File: src/hdl/ctbc_pkg.sv
package ctbc_pkg;

   localparam int MAX_WIDTH  = 2048;
   localparam int MAX_HEIGHT = 2048;

   localparam int CHAN_W  = 8;
   localparam int BOUND_W = 9;
   localparam int POS_W   = 11;
   localparam int SUM_W   = 44;
   localparam int CNT_W   = 23;

   // step counter of the serial divider, one step per dividend bit
   localparam int DIV_STEP_W = $clog2(SUM_W);

   localparam int REQ_DATA_W = 24;
   localparam int RSP_DATA_W = 24;
   localparam int CSR_IDX_W  = 3;
   localparam int CSR_DATA_W = CNT_W;

   localparam int FIFO_DEPTH = 2;
   localparam int FIFO_PTR_W = $clog2(FIFO_DEPTH);

   localparam logic [CSR_IDX_W-1:0] CSR_BLUE_LOW   = 3'd0;
   localparam logic [CSR_IDX_W-1:0] CSR_BLUE_HIGH  = 3'd1;
   localparam logic [CSR_IDX_W-1:0] CSR_GREEN_LOW  = 3'd2;
   localparam logic [CSR_IDX_W-1:0] CSR_GREEN_HIGH = 3'd3;
   localparam logic [CSR_IDX_W-1:0] CSR_RED_LOW    = 3'd4;
   localparam logic [CSR_IDX_W-1:0] CSR_RED_HIGH   = 3'd5;
   localparam logic [CSR_IDX_W-1:0] CSR_MIN_HITS   = 3'd6;

   localparam logic [BOUND_W-1:0] RST_BLUE_LOW   = 9'd0;
   localparam logic [BOUND_W-1:0] RST_BLUE_HIGH  = 9'd85;
   localparam logic [BOUND_W-1:0] RST_GREEN_LOW  = 9'd0;
   localparam logic [BOUND_W-1:0] RST_GREEN_HIGH = 9'd90;
   localparam logic [BOUND_W-1:0] RST_RED_LOW    = 9'd53;
   localparam logic [BOUND_W-1:0] RST_RED_HIGH   = 9'd256;
   localparam logic [CNT_W-1:0]   RST_MIN_HITS   = 23'd100;

   typedef struct packed {
      logic [BOUND_W-1:0] blue_low;
      logic [BOUND_W-1:0] blue_high;
      logic [BOUND_W-1:0] green_low;
      logic [BOUND_W-1:0] green_high;
      logic [BOUND_W-1:0] red_low;
      logic [BOUND_W-1:0] red_high;
      logic [CNT_W-1:0]   min_hits;
   } cfg_type;

   // totals of one finished frame
   typedef struct packed {
      logic [CNT_W-1:0] hit_count;
      logic [SUM_W-1:0] row_sum;
      logic [SUM_W-1:0] col_sum;
   } frame_sums_type;

   typedef enum logic [1:0] {
      BK_IDLE,
      BK_DIV,
      BK_LOAD
   } back_state_type;

endpackage

File: src/hdl/ctbc_fifo.sv
module ctbc_fifo (
   input  logic                    clock,
   input  logic                    reset,
   input  logic                    push,
   input  ctbc_pkg::frame_sums_type push_data,
   input  logic                    pop,
   output ctbc_pkg::frame_sums_type pop_data,
   output logic                    full,
   output logic                    empty
);
   import ctbc_pkg::*;

   frame_sums_type               mem [FIFO_DEPTH];
   logic [FIFO_PTR_W-1:0]        wr_ptr_ff, wr_ptr_in;
   logic [FIFO_PTR_W-1:0]        rd_ptr_ff, rd_ptr_in;
   logic [FIFO_PTR_W:0]          count_ff, count_in;

   assign full     = (count_ff == (FIFO_PTR_W+1)'(FIFO_DEPTH));
   assign empty    = (count_ff == '0);
   assign pop_data = mem[rd_ptr_ff];

   always_comb begin
      wr_ptr_in = wr_ptr_ff;
      rd_ptr_in = rd_ptr_ff;
      count_in  = count_ff;
      if (push) begin
         wr_ptr_in = wr_ptr_ff + 1'b1;
      end
      if (pop) begin
         rd_ptr_in = rd_ptr_ff + 1'b1;
      end
      if (push && !pop) begin
         count_in = count_ff + 1'b1;
      end else if (pop && !push) begin
         count_in = count_ff - 1'b1;
      end
   end

   always_ff @(posedge clock) begin
      if (push) begin
         mem[wr_ptr_ff] <= push_data;
      end
   end

   always_ff @(posedge clock) begin
      if (reset) begin
         wr_ptr_ff <= '0;
         rd_ptr_ff <= '0;
         count_ff  <= '0;
      end else begin
         wr_ptr_ff <= wr_ptr_in;
         rd_ptr_ff <= rd_ptr_in;
         count_ff  <= count_in;
      end
   end

endmodule

File: src/hdl/ctbc_front.sv
module ctbc_front (
   input  logic                                clock,
   input  logic                                reset,
   input  logic                                req_tvalid,
   output logic                                req_tready,
   // blue [7:0], green [15:8], red [23:16]
   input  logic [ctbc_pkg::REQ_DATA_W-1:0]     req_tdata,
   input  logic                                req_tlast,
   // line_end
   input  logic                                req_tuser,
   input  ctbc_pkg::cfg_type                   cfg,
   input  logic                                fifo_full,
   output logic                                push,
   output ctbc_pkg::frame_sums_type            push_data
);
   import ctbc_pkg::*;

   logic [POS_W-1:0]  col_pos_ff, col_pos_in;
   logic [POS_W-1:0]  row_pos_ff, row_pos_in;
   logic [SUM_W-1:0]  col_sum_ff, col_sum_in;
   logic [SUM_W-1:0]  row_sum_ff, row_sum_in;
   logic [CNT_W-1:0]  hit_count_ff, hit_count_in;

   logic [BOUND_W-1:0] blue, green, red;
   logic               hit;
   logic               accept;
   logic [SUM_W:0]     col_sum_add, row_sum_add;
   logic [SUM_W-1:0]   col_sum_nx, row_sum_nx;
   logic [CNT_W-1:0]   hit_count_nx;

   assign blue  = {1'b0, req_tdata[CHAN_W-1:0]};
   assign green = {1'b0, req_tdata[2*CHAN_W-1:CHAN_W]};
   assign red   = {1'b0, req_tdata[3*CHAN_W-1:2*CHAN_W]};

   assign hit = (blue  > cfg.blue_low)  && (blue  < cfg.blue_high)  &&
                (green > cfg.green_low) && (green < cfg.green_high) &&
                (red   > cfg.red_low)   && (red   < cfg.red_high);

   // hold the pixel while the queue has no room for a frame total
   assign req_tready = !fifo_full;
   assign accept     = req_tvalid && req_tready;

   // saturating accumulate: a carry out pins the sum at all ones
   assign col_sum_add = {1'b0, col_sum_ff} + (SUM_W+1)'(col_pos_ff);
   assign row_sum_add = {1'b0, row_sum_ff} + (SUM_W+1)'(row_pos_ff);

   always_comb begin
      col_sum_nx   = col_sum_ff;
      row_sum_nx   = row_sum_ff;
      hit_count_nx = hit_count_ff;
      if (hit) begin
         col_sum_nx = col_sum_add[SUM_W] ? '1 : col_sum_add[SUM_W-1:0];
         row_sum_nx = row_sum_add[SUM_W] ? '1 : row_sum_add[SUM_W-1:0];
         if (hit_count_ff != '1) begin
            hit_count_nx = hit_count_ff + 1'b1;
         end
      end
   end

   assign push                = accept && req_tlast;
   assign push_data.col_sum   = col_sum_nx;
   assign push_data.row_sum   = row_sum_nx;
   assign push_data.hit_count = hit_count_nx;

   always_comb begin
      col_pos_in   = col_pos_ff;
      row_pos_in   = row_pos_ff;
      col_sum_in   = col_sum_ff;
      row_sum_in   = row_sum_ff;
      hit_count_in = hit_count_ff;
      if (accept) begin
         priority if (req_tlast) begin
            col_pos_in   = '0;
            row_pos_in   = '0;
            col_sum_in   = '0;
            row_sum_in   = '0;
            hit_count_in = '0;
         end else begin
            col_sum_in   = col_sum_nx;
            row_sum_in   = row_sum_nx;
            hit_count_in = hit_count_nx;
            if (req_tuser) begin
               col_pos_in = '0;
               if (row_pos_ff != POS_W'(MAX_HEIGHT-1)) begin
                  row_pos_in = row_pos_ff + 1'b1;
               end
            end else if (col_pos_ff != POS_W'(MAX_WIDTH-1)) begin
               col_pos_in = col_pos_ff + 1'b1;
            end
         end
      end
   end

   always_ff @(posedge clock) begin
      if (reset) begin
         col_pos_ff   <= '0;
         row_pos_ff   <= '0;
         col_sum_ff   <= '0;
         row_sum_ff   <= '0;
         hit_count_ff <= '0;
      end else begin
         col_pos_ff   <= col_pos_in;
         row_pos_ff   <= row_pos_in;
         col_sum_ff   <= col_sum_in;
         row_sum_ff   <= row_sum_in;
         hit_count_ff <= hit_count_in;
      end
   end

endmodule

File: src/hdl/ctbc_div.sv
module ctbc_div (
   input  logic                          clock,
   input  logic                          reset,
   input  logic                          start,
   input  logic [ctbc_pkg::SUM_W-1:0]    dividend,
   input  logic [ctbc_pkg::CNT_W-1:0]    divisor,
   output logic                          done,
   output logic [ctbc_pkg::POS_W-1:0]    quotient
);
   import ctbc_pkg::*;

   logic                    busy_ff, busy_in;
   logic                    done_ff, done_in;
   logic [DIV_STEP_W-1:0]   step_ff, step_in;
   logic [CNT_W-1:0]        rem_ff, rem_in;
   logic [CNT_W-1:0]        dvs_ff, dvs_in;
   logic [SUM_W-1:0]        dq_ff, dq_in;

   logic [CNT_W:0]      trial;
   logic [CNT_W:0]      diff;
   logic                ge;
   logic                last_step;

   // restoring division, one quotient bit per cycle, msb first;
   // dq shifts the dividend out and the quotient in
   assign trial     = {rem_ff, dq_ff[SUM_W-1]};
   assign diff      = trial - {1'b0, dvs_ff};
   assign ge        = (trial >= {1'b0, dvs_ff});
   assign last_step = (step_ff == DIV_STEP_W'(SUM_W-1));

   always_comb begin
      busy_in = busy_ff;
      done_in = 1'b0;
      step_in = step_ff;
      rem_in  = rem_ff;
      dvs_in  = dvs_ff;
      dq_in   = dq_ff;
      if (start) begin
         busy_in = 1'b1;
         step_in = '0;
         rem_in  = '0;
         dvs_in  = divisor;
         dq_in   = dividend;
      end else if (busy_ff) begin
         rem_in  = ge ? diff[CNT_W-1:0] : trial[CNT_W-1:0];
         dq_in   = {dq_ff[SUM_W-2:0], ge};
         step_in = step_ff + 1'b1;
         if (last_step) begin
            busy_in = 1'b0;
            done_in = 1'b1;
         end
      end
   end

   assign done     = done_ff;
   assign quotient = dq_ff[POS_W-1:0];

   always_ff @(posedge clock) begin
      rem_ff <= rem_in;
      dvs_ff <= dvs_in;
      dq_ff  <= dq_in;
   end

   always_ff @(posedge clock) begin
      if (reset) begin
         busy_ff <= 1'b0;
         done_ff <= 1'b0;
         step_ff <= '0;
      end else begin
         busy_ff <= busy_in;
         done_ff <= done_in;
         step_ff <= step_in;
      end
   end

endmodule

File: src/hdl/ctbc_back.sv
module ctbc_back (
   input  logic                              clock,
   input  logic                              reset,
   input  logic                              fifo_empty,
   input  ctbc_pkg::frame_sums_type          pop_data,
   output logic                              pop,
   input  logic [ctbc_pkg::CNT_W-1:0]        min_hits,
   output logic                              rsp_tvalid,
   input  logic                              rsp_tready,
   // center_col [10:0], center_row [21:11], zero [23:22]
   output logic [ctbc_pkg::RSP_DATA_W-1:0]   rsp_tdata,
   // found
   output logic                              rsp_tuser
);
   import ctbc_pkg::*;

   back_state_type     state_ff, state_in;
   logic               found_ff, found_in;
   logic               rsp_valid_ff, rsp_valid_in;
   logic [POS_W-1:0]   rsp_col_ff, rsp_col_in;
   logic [POS_W-1:0]   rsp_row_ff, rsp_row_in;
   logic               rsp_found_ff, rsp_found_in;

   logic               found_now;
   logic               div_start;
   logic               col_done, row_done;
   logic [POS_W-1:0]   col_quot, row_quot;
   logic               out_free;
   logic               load;

   assign found_now = (pop_data.hit_count > min_hits);
   assign out_free  = !rsp_valid_ff || rsp_tready;

   ctbc_div u_col_div (
      .clock    (clock),
      .reset    (reset),
      .start    (div_start),
      .dividend (pop_data.col_sum),
      .divisor  (pop_data.hit_count),
      .done     (col_done),
      .quotient (col_quot)
   );

   ctbc_div u_row_div (
      .clock    (clock),
      .reset    (reset),
      .start    (div_start),
      .dividend (pop_data.row_sum),
      .divisor  (pop_data.hit_count),
      .done     (row_done),
      .quotient (row_quot)
   );

   // next state
   always_comb begin
      state_in = state_ff;
      unique case (state_ff)
         BK_IDLE: begin
            if (!fifo_empty) begin
               state_in = found_now ? BK_DIV : BK_LOAD;
            end
         end
         BK_DIV: begin
            if (col_done && row_done) begin
               state_in = BK_LOAD;
            end
         end
         BK_LOAD: begin
            if (out_free) begin
               state_in = BK_IDLE;
            end
         end
         default: state_in = BK_IDLE;
      endcase
   end

   // outputs
   always_comb begin
      pop       = 1'b0;
      div_start = 1'b0;
      load      = 1'b0;
      unique case (state_ff)
         BK_IDLE: begin
            pop       = !fifo_empty;
            div_start = !fifo_empty && found_now;
         end
         BK_DIV: ;
         BK_LOAD: load = out_free;
         default: ;
      endcase
   end

   always_comb begin
      found_in     = pop ? found_now : found_ff;
      rsp_valid_in = rsp_valid_ff;
      rsp_col_in   = rsp_col_ff;
      rsp_row_in   = rsp_row_ff;
      rsp_found_in = rsp_found_ff;
      if (rsp_valid_ff && rsp_tready) begin
         rsp_valid_in = 1'b0;
      end
      if (load) begin
         rsp_valid_in = 1'b1;
         rsp_col_in   = found_ff ? col_quot : '0;
         rsp_row_in   = found_ff ? row_quot : '0;
         rsp_found_in = found_ff;
      end
   end

   assign rsp_tvalid = rsp_valid_ff;
   assign rsp_tdata  = {{(RSP_DATA_W-2*POS_W){1'b0}}, rsp_row_ff, rsp_col_ff};
   assign rsp_tuser  = rsp_found_ff;

   always_ff @(posedge clock) begin
      found_ff     <= found_in;
      rsp_col_ff   <= rsp_col_in;
      rsp_row_ff   <= rsp_row_in;
      rsp_found_ff <= rsp_found_in;
   end

   always_ff @(posedge clock) begin
      if (reset) begin
         state_ff     <= BK_IDLE;
         rsp_valid_ff <= 1'b0;
      end else begin
         state_ff     <= state_in;
         rsp_valid_ff <= rsp_valid_in;
      end
   end

endmodule

File: src/hdl/color_threshold_blob_centroid_core.sv
// Channel   Dir  Handshake              Payload
// req_      in   req_tvalid/req_tready  tdata: blue, green, red; tuser: line_end;
//                                       tlast: frame_end
// rsp_      out  rsp_tvalid/rsp_tready  tdata: center_col, center_row; tuser: found
// csr_      in   csr_we                 csr_index, csr_wdata
//
// One pixel is taken per cycle while the frame queue (two frames) has room.
// A result leaves once the frame's last pixel has passed the queue and the 44-step
// radix-2 divider pair; frames with no detection skip the divide.
// Reset is synchronous; it loads the register defaults and clears all sums.
// rsp_tready low holds the result register, then the queue, then req_tready.
module color_threshold_blob_centroid_core (
   input  logic                                clock,
   input  logic                                reset,
   input  logic                                req_tvalid,
   output logic                                req_tready,
   // blue [7:0], green [15:8], red [23:16]
   input  logic [ctbc_pkg::REQ_DATA_W-1:0]     req_tdata,
   // frame_end
   input  logic                                req_tlast,
   // line_end
   input  logic                                req_tuser,
   output logic                                rsp_tvalid,
   input  logic                                rsp_tready,
   // center_col [10:0], center_row [21:11], zero [23:22]
   output logic [ctbc_pkg::RSP_DATA_W-1:0]     rsp_tdata,
   // found
   output logic                                rsp_tuser,
   input  logic                                csr_we,
   input  logic [ctbc_pkg::CSR_IDX_W-1:0]      csr_index,
   input  logic [ctbc_pkg::CSR_DATA_W-1:0]     csr_wdata
);
   import ctbc_pkg::*;

   cfg_type         cfg_ff, cfg_in;
   frame_sums_type  push_data, pop_data;
   logic            push, pop, fifo_full, fifo_empty;

   always_comb begin
      cfg_in = cfg_ff;
      if (csr_we) begin
         unique case (csr_index)
            CSR_BLUE_LOW:   cfg_in.blue_low   = csr_wdata[BOUND_W-1:0];
            CSR_BLUE_HIGH:  cfg_in.blue_high  = csr_wdata[BOUND_W-1:0];
            CSR_GREEN_LOW:  cfg_in.green_low  = csr_wdata[BOUND_W-1:0];
            CSR_GREEN_HIGH: cfg_in.green_high = csr_wdata[BOUND_W-1:0];
            CSR_RED_LOW:    cfg_in.red_low    = csr_wdata[BOUND_W-1:0];
            CSR_RED_HIGH:   cfg_in.red_high   = csr_wdata[BOUND_W-1:0];
            CSR_MIN_HITS:   cfg_in.min_hits   = csr_wdata[CNT_W-1:0];
            default: ;
         endcase
      end
   end

   always_ff @(posedge clock) begin
      if (reset) begin
         cfg_ff.blue_low   <= RST_BLUE_LOW;
         cfg_ff.blue_high  <= RST_BLUE_HIGH;
         cfg_ff.green_low  <= RST_GREEN_LOW;
         cfg_ff.green_high <= RST_GREEN_HIGH;
         cfg_ff.red_low    <= RST_RED_LOW;
         cfg_ff.red_high   <= RST_RED_HIGH;
         cfg_ff.min_hits   <= RST_MIN_HITS;
      end else begin
         cfg_ff <= cfg_in;
      end
   end

   ctbc_front u_front (
      .clock      (clock),
      .reset      (reset),
      .req_tvalid (req_tvalid),
      .req_tready (req_tready),
      .req_tdata  (req_tdata),
      .req_tlast  (req_tlast),
      .req_tuser  (req_tuser),
      .cfg        (cfg_ff),
      .fifo_full  (fifo_full),
      .push       (push),
      .push_data  (push_data)
   );

   ctbc_fifo u_fifo (
      .clock     (clock),
      .reset     (reset),
      .push      (push),
      .push_data (push_data),
      .pop       (pop),
      .pop_data  (pop_data),
      .full      (fifo_full),
      .empty     (fifo_empty)
   );

   ctbc_back u_back (
      .clock      (clock),
      .reset      (reset),
      .fifo_empty (fifo_empty),
      .pop_data   (pop_data),
      .pop        (pop),
      .min_hits   (cfg_ff.min_hits),
      .rsp_tvalid (rsp_tvalid),
      .rsp_tready (rsp_tready),
      .rsp_tdata  (rsp_tdata),
      .rsp_tuser  (rsp_tuser)
   );

endmodule
File: config.mk
export PLATFORM = sky130hd
export DESIGN_NAME = color_threshold_blob_centroid_core
export DESIGN_NICKNAME = d
export VERILOG_FILES = /design/src/hdl/ctbc_pkg.sv /design/src/hdl/ctbc_fifo.sv /design/src/hdl/ctbc_front.sv /design/src/hdl/ctbc_div.sv /design/src/hdl/ctbc_back.sv /design/src/hdl/color_threshold_blob_centroid_core.sv
export SDC_FILE = /design/constraint.sdc
export NUM_CORES = 1
export LEC_CHECK = 0
export BUFFER_PORTS_ARGS = -buffer_cell sky130_fd_sc_hd__buf_2
export CORE_AREA = 2 2 242 244
export CTS_CLUSTER_SIZE = 14
export DETAILED_ROUTE_END_ITERATION = 8
export DIE_AREA = 0 0 244 246
export PLACE_DENSITY = 0.76
export SLEW_MARGIN = 0
export SYNTH_ARGS = -nofsm -noshare
export SYNTH_HDL_FRONTEND = slang
export SYNTH_HIERARCHICAL = 1
export SYNTH_SLANG_ARGS = --single-unit
File: constraint.sdc
create_clock -name clock -period 9.8 [get_ports clock]
set_input_delay 0.98 -clock clock [delete_from_list [all_inputs] [get_ports clock]]
set_output_delay 0.98 -clock clock [all_outputs]
set_load 0.05 [all_outputs]
==> results.sh, run 1 <==
export IMPL_status="finished, final reports clean"
export IMPL_syn_area_per_cell_um2=10.6
export IMPL_worstPathArrival_ns=4.89
export IMPL_antenna_cells=0
export IMPL_die_width_um=244
export IMPL_power_density_nw_per_um2=265
export IMPL_placed_area_um2=34700
export IMPL_synth_edff_count=380
export IMPL_drc=0
export IMPL_synth_largest_area_cell="edfxtp_1"
export IMPL_worst_hold_slack_ns=0.474
export IMPL_async_flop_share_pct=0
export IMPL_period_share_pct=47.6
export IMPL_ys_seq_area_share_pct=49.9
export IMPL_grt_max_degree=145
export IMPL_syn_inst=3205
export IMPL_cp_data_required_time_ns=10.02
export IMPL_max_slew_worst_pin_slew_ns=1.24
export IMPL_port_buffers=81
export IMPL_synth_top_cell_area_share_pct=33.5
export IMPL_hold_buffers=0
export IMPL_startpoint_type="register"
export IMPL_synth_ff_type="edfxtp_1"
export IMPL_start_util_pct=59.4
export IMPL_cp_end_kind="register"
export IMPL_vias_per_cell=6.19
export IMPL_ir_worst_vdd_v=0.000245
export IMPL_syn_cell_area_um2=34100
export IMPL_antenna_found_initial=4
export IMPL_synth_area_leaders="edfxtp_1 (33%), dfxtp_1 (16%), mux2_2 (7.0%)"
export IMPL_wl_per_cell_um=20.7
export IMPL_rows=88
export IMPL_setup_viol=0
export IMPL_finalHoldViolCount=0
export IMPL_leakagePower_nw=13.8
export IMPL_slew_headroom_pct=16.9
export IMPL_drv_cap=0
export IMPL_cts_inserted_buffers=74
export IMPL_final_layout_size_suffix_gt1_share_pct=15.3
export IMPL_clockBufferDepth=3
export IMPL_clock_sinks=660
export IMPL_grt_usage_pct=27.4
export IMPL_place_congestion=0.918
export IMPL_dp_hpwl_um=56700
export IMPL_fp_dieH_um=246
export IMPL_grt_pass1_wl_um=131000
export IMPL_critPathKind="register to register"
export IMPL_drt_initial_drc_count=2483
export IMPL_clock_latency_ns=0.62
export IMPL_cts_tree="yes"
export IMPL_cts_root_buf="clkbuf_16"
export IMPL_core_area_um2=57400
export IMPL_firstDrtPassIters=7
export IMPL_fin_worst_skew_ns=0.0340
export IMPL_ant_nets=0
export IMPL_design_die_area_um2=60000
export IMPL_yosys_top_cells_count="edfxtp_1 (380), dfxtp_1 (280), nor2_1 (264)"
export IMPL_cts_resized=0
export IMPL_max_freq_mhz=214
export IMPL_postCtsSetupRepairBufs=0
export IMPL_critical_path_peak_fanout=66
export IMPL_synthMostInstantiatedCell="edfxtp_1"
export IMPL_fin_area_um2=37000
export IMPL_design_portCount=84
export IMPL_grt_ovfl_total=0
export IMPL_synth_warning_count=6
export IMPL_ys_ff_latch=660
export IMPL_vias=24900
export IMPL_grt_pass1_vias=24000
export IMPL_worstHoldPathType="register to register"
export IMPL_htreeDepth=3
export IMPL_area_growth_pct=8.53
export IMPL_synthDistinctLibCells=113
export IMPL_setup_tns_ns=0
export IMPL_fin_nets=3399
export IMPL_rsz0062_at_grt="no"
export IMPL_path_clk_slew_ns=0.06
export IMPL_period_minus_slack_ns=4.67
export IMPL_slew_violations=0
export IMPL_wirelength_um=83400
where the power goes:
part	internal, mW	switching (mW)	total (mW)
sequential	3.62	0.298	3.92
clock	1.56	1.09	2.65
combinational	1.32	1.92	3.24
total	6.50	3.31	9.80
cell type report:
cell class | count | area [µm²]
clock buffer | 110 | 2100
clock inverter | 25 | 209
fill | 4446 | 20400
inverter | 154 | 581
multi-input combinational | 2201 | 15500
sequential | 660 | 17000
tap | 765 | 957
timing repair buffer | 105 | 601
per-stage QoR:
step	std cells	total power [mW]	util [%]	setup WS [ns]
after floorplan	3206	6.48	-	2.76
after global placement	3885	7.05	60.5	5.01
after detailed placement	3885	7.17	60.5	4.96
after CTS	4020	9.84	64.5	5.09
after global routing	4020	10.3	64.5	4.91
final	4020	9.80	64.5	5.13
per-layer routing:
metal	vias up	global-route usage, %	part of all wire, %
met3	177	4.32	6.8
met2	909	44.3	46
met1	12000	37.9	44
li1	11700	-	-
met4	4	8.79	2.9
met5	-	0	0.032
critical path: stages (launching register included):
cell	delay [ns]
dfxtp_4	0.97
mux2_2	0.49
ha_1	0.37
nand4_2	0.15
nor3_4	0.29
a32oi_1	0.17
nand3_2	0.17
and3_4	0.54
inv_1	0.20
nand2_2	0.84
placed cells by master (no fill, tap or decap), types with 26 or more instances in the layout:
cell type / n
nand2_1: 216
dfxtp_1: 279
and3_1: 31
nand4_1: 37
a31oi_1: 81
xnor2_1: 50
clkbuf_1: 27
and2_1: 41
a21o_1: 26
o21ai_0: 87
buf_2: 80
a211oi_1: 38
clkbuf_16: 76
ha_1: 142
mux2_2: 213
a21oi_1: 215
a311oi_1: 37
nor3_1: 67
inv_1: 152
nand3_1: 76
xor2_1: 39
nand2b_1: 101
nor2_1: 260
mux2i_1: 103
edfxtp_1: 380
logic make-up (layout without fill, tap and decap cells):
| group | after synthesis | after routing | synth area share [%] |
|---|---|---|---|
| buffers and inverters | 345 | 394 | 4.68 |
| XOR/XNOR | 89 | 89 | 2.29 |
| flip-flops | 660 | 660 | 49.9 |
| AND/OR/NAND/NOR | 996 | 996 | 15.0 |
| other | 1 | 2 | 0.0110 |
| adder cells (fa/ha/maj) | 146 | 146 | 5.45 |
| multiplexers | 318 | 318 | 10.1 |
| AO/OA/AOI/OAI | 650 | 650 | 12.5 |
sequential cells by signal, indices dropped and copies added, names as in the netlist, 6 cells and up, named ones only:
name and cells:
u_back/rsp_col_ff 11, u_back/u_row_div/rem_ff 23, u_back/u_row_div/step_ff 6, u_front/col_pos_ff 11, u_back/u_col_div/dq_ff 44, u_back/rsp_row_ff 11
u_back/u_col_div/step_ff 6, u_back/u_row_div/dq_ff 44, u_front/hit_count_ff 23, u_front/row_pos_ff 11, u_back/u_row_div/dvs_ff 23, u_back/u_col_div/rem_ff 23
u_back/u_col_div/dvs_ff 23, u_front/row_sum_ff 44, u_front/col_sum_ff 44, cfg_ff 77, u_fifo/mem 222
path summary, 6_finish.rpt:
path	startpoint	end	slack, ns	cells after the start
worst max-delay path	register	u_back/u_col_div/dq_ff[3]	5.13	9
worst min-delay path	cfg_ff[38]	cfg_ff[38]	0.47	2
worst max register to register	register	u_back/u_col_div/dq_ff[3]	5.13	9
worst min register to register	cfg_ff[38]	cfg_ff[38]	0.47	2
No activity file was read; power rests on OpenSTA's default activity.
==> inputs of run 2 (changes only) <==
==> constraint.sdc (replaced) <==
create_clock -name clock -period 4.55 [get_ports clock]
set_input_delay 0.455 -clock clock [delete_from_list [all_inputs] [get_ports clock]]
set_output_delay 0.455 -clock clock [all_outputs]
set_load 0.05 [all_outputs]
==> results.sh, run 2 (synthesized netlist as in run 1, its figures left out) <==
export IMPL_wl_met2_um=38400
export IMPL_antenna_cells=0
export IMPL_nFillCells=4410
export IMPL_setup_tns_ns=0
export IMPL_firstDrtPassIters=5
export IMPL_clock_latency_ns=0.62
export IMPL_r2r_end="u_front/row_sum_ff[32]"
export IMPL_grt_usage_pct=27.7
export IMPL_final_util_pct=64.7
export IMPL_highest_layer="met4"
export IMPL_fin_nets=3412
export IMPL_slew_violations=0
export IMPL_cp_data_required_time_ns=5.05
export IMPL_largest_register="u_fifo/mem"
export IMPL_power_density_nw_per_um2=567
export IMPL_drt_initial_drc_count=2354
export IMPL_post_place_ws_ns=0.618
export IMPL_grt_pass1_vias=24000
export IMPL_fp_dieH_um=246
export IMPL_clockBufferDepth=3
export IMPL_path_cells="ha_1 -> fa_1 -> a21oi_1 -> nor3b_1 -> o41ai_1 -> a21boi_1 -> and2_1 -> nor3_2 -> buf_4 -> nand3_1 -> nor3b_1"
export IMPL_grt_max_degree=115
export IMPL_cts_inserted_buffers=71
export IMPL_final_layout_size_suffix_gt1_share_pct=15.8
export IMPL_hold_path_end="cfg_ff[9]"
export IMPL_worstPathArrival_ns=4.46
export IMPL_slew_headroom_pct=15.5
export IMPL_die_width_um=244
export IMPL_max_slew_worst_pin_slew_ns=1.26
export IMPL_ant_nets=0
export IMPL_hold_start="csr_wdata[9]"
export IMPL_whs_path_depth=3
export IMPL_crit_family="simple AND/OR/NAND/NOR gates"
export IMPL_period_share_pct=87.1
export IMPL_p_total_mw=21.0
export IMPL_rows=88
export IMPL_worstHoldPathType="input pin to register"
export IMPL_worst_path_largest_cell_delay_ns=0.69
export IMPL_mostFrequentLayoutCells="edfxtp_1 (380), dfxtp_1 (279), nor2_1 (261), nand2_1 (216), a21oi_1 (215)"
export IMPL_fin_area_um2=37100
export IMPL_p_switching_mw=7.23
export IMPL_r2r_cells=11
export IMPL_hold_buffers=0
export IMPL_leakagePower_nw=13.9
export IMPL_drv_cap=0
export IMPL_pwr_share_seq_pct=40.1
export IMPL_mostFrequentLayoutCell="edfxtp_1"
export IMPL_area_growth_pct=8.84
export IMPL_clock_sinks=660
export IMPL_cts_tree="yes"
export IMPL_cts_resized=0
export IMPL_setup_ws_ns=0.588
export IMPL_cpMostUsedCell="nor3b_1"
export IMPL_design_die_area_um2=60000
export IMPL_path_clk_slew_ns=0.06
export IMPL_met3WireLength_um=5580
export IMPL_cp_end_kind="register"
export IMPL_path_buf_inv=1
export IMPL_rsz0062_at_grt="no"
export IMPL_rrSetupSlack_ns=0.59
export IMPL_core_area_um2=57400
export IMPL_vias_per_cell=6.15
export IMPL_postCtsSetupRepairBufs=0
export IMPL_wirelength_um=83800
export IMPL_status="finished, final reports clean"
export IMPL_wl_per_cell_um=20.8
export IMPL_grt_pass1_wl_um=132000
export IMPL_fin_worst_skew_ns=0.0199
export IMPL_htreeDepth=3
export IMPL_max_freq_mhz=252
export IMPL_period_minus_slack_ns=3.96
export IMPL_port_buffers=81
export IMPL_critPathKind="register to register"
export IMPL_startpoint_type="register"
export IMPL_swShare_pct=34.4
export IMPL_cts_root_buf="clkbuf_16"
export IMPL_rr_startpoint="u_front/row_pos_ff[0]"
export IMPL_grt_ovfl_total=0
export IMPL_placed_area_um2=34900
export IMPL_design_portCount=84
export IMPL_top_regs="u_fifo/mem: 222 flops, cfg_ff: 77 flops"
export IMPL_largest_reg_flops=222
export IMPL_critical_path_peak_fanout=10
export IMPL_start_util_pct=59.4
export IMPL_dp_hpwl_um=57600
export IMPL_wl_met1_um=37300
export IMPL_ir_worst_vdd_v=0.000379
export IMPL_cp_slowest_cell="o41ai_1"
export IMPL_clock_power_share_pct=26.3
export IMPL_antenna_found_initial=1
export IMPL_drc=0
export IMPL_vias=24800
export IMPL_finalHoldViolCount=0
export IMPL_p_int_mw=13.8
export IMPL_setup_viol=0
export IMPL_pwr_share_comb_pct=33.6
export IMPL_place_congestion=0.899
[run 2: cell count changes in the layout (fill, tap and decap cells not counted), sizes merged]
| cell | change |
|---|---|
| clkbuf | -21 |
| bufinv | -1 |
| buf | +16 |
| inv | +3 |
| clkinvlp | +2 |
| clkinv | +13 |
[run 2: worst reg2reg max path, stage by stage (launching register included)]
cell and delay, ns:
dfxtp_1 0.36, ha_1 0.26, fa_1 0.41, a21oi_1 0.22, nor3b_1 0.10, o41ai_1 0.69, a21boi_1 0.32, and2_1 0.37
nor3_2 0.64, buf_4 0.26, nand3_1 0.07, nor3b_1 0.14
[run 2: stage by stage]
step	cells	hold WS, ns
after floorplan	3206	0.443
final	4032	0.0985
after global placement	3901	0.461
after detailed placement	3901	0.468
after CTS	4032	0.0815
after global routing	4032	0.0935
[run 2: worst max-delay path by stage]
stage	cells past startpoint	from	slack [ns]	end
floorplan	6	u_fifo/count_ff[0]	0.03	u_fifo/mem[0][0]
global placement	10	register	0.73	u_back/u_col_div/dq_ff[12]
detailed placement	10	register	0.62	u_back/u_col_div/dq_ff[12]
CTS	10	register	0.62	u_back/u_col_div/dq_ff[10]
global route	9	u_front/col_pos_ff[0]	0.38	u_fifo/mem[1][40]
finish	11	u_front/row_pos_ff[0]	0.59	u_front/row_sum_ff[32]
[run 2: power groups by stage]
stage               sequential (mW)  combinational (mW)  clock, mW
floorplan                      8.32                5.62          0
global placement               8.53                6.75          0
detailed placement             8.55                6.96          0
CTS                            8.44                7.01       5.64
global route                   8.54                7.74       5.87
finish                         8.44                7.06       5.54
[run 2: area by class of cell]
class	instances	area, µm²	share of cell area, %
multi-input cells	2201	15500	41.9
inverters	154	581	1.56
repair buffers	121	783	2.11
clock inverters	42	324	0.873
clock buffers	89	1910	5.14
flip-flops and latches	660	17000	45.9
well taps	765	957	2.58
[run 2: layer usage]
| metal | up-vias | GRT usage, % |
|---|---|---|
| met5 | - | 0 |
| met4 | 0 | 9.54 |
| met3 | 175 | 4.28 |
| met2 | 873 | 44.0 |
| met1 | 12000 | 38.9 |
| li1 | 11800 | - |
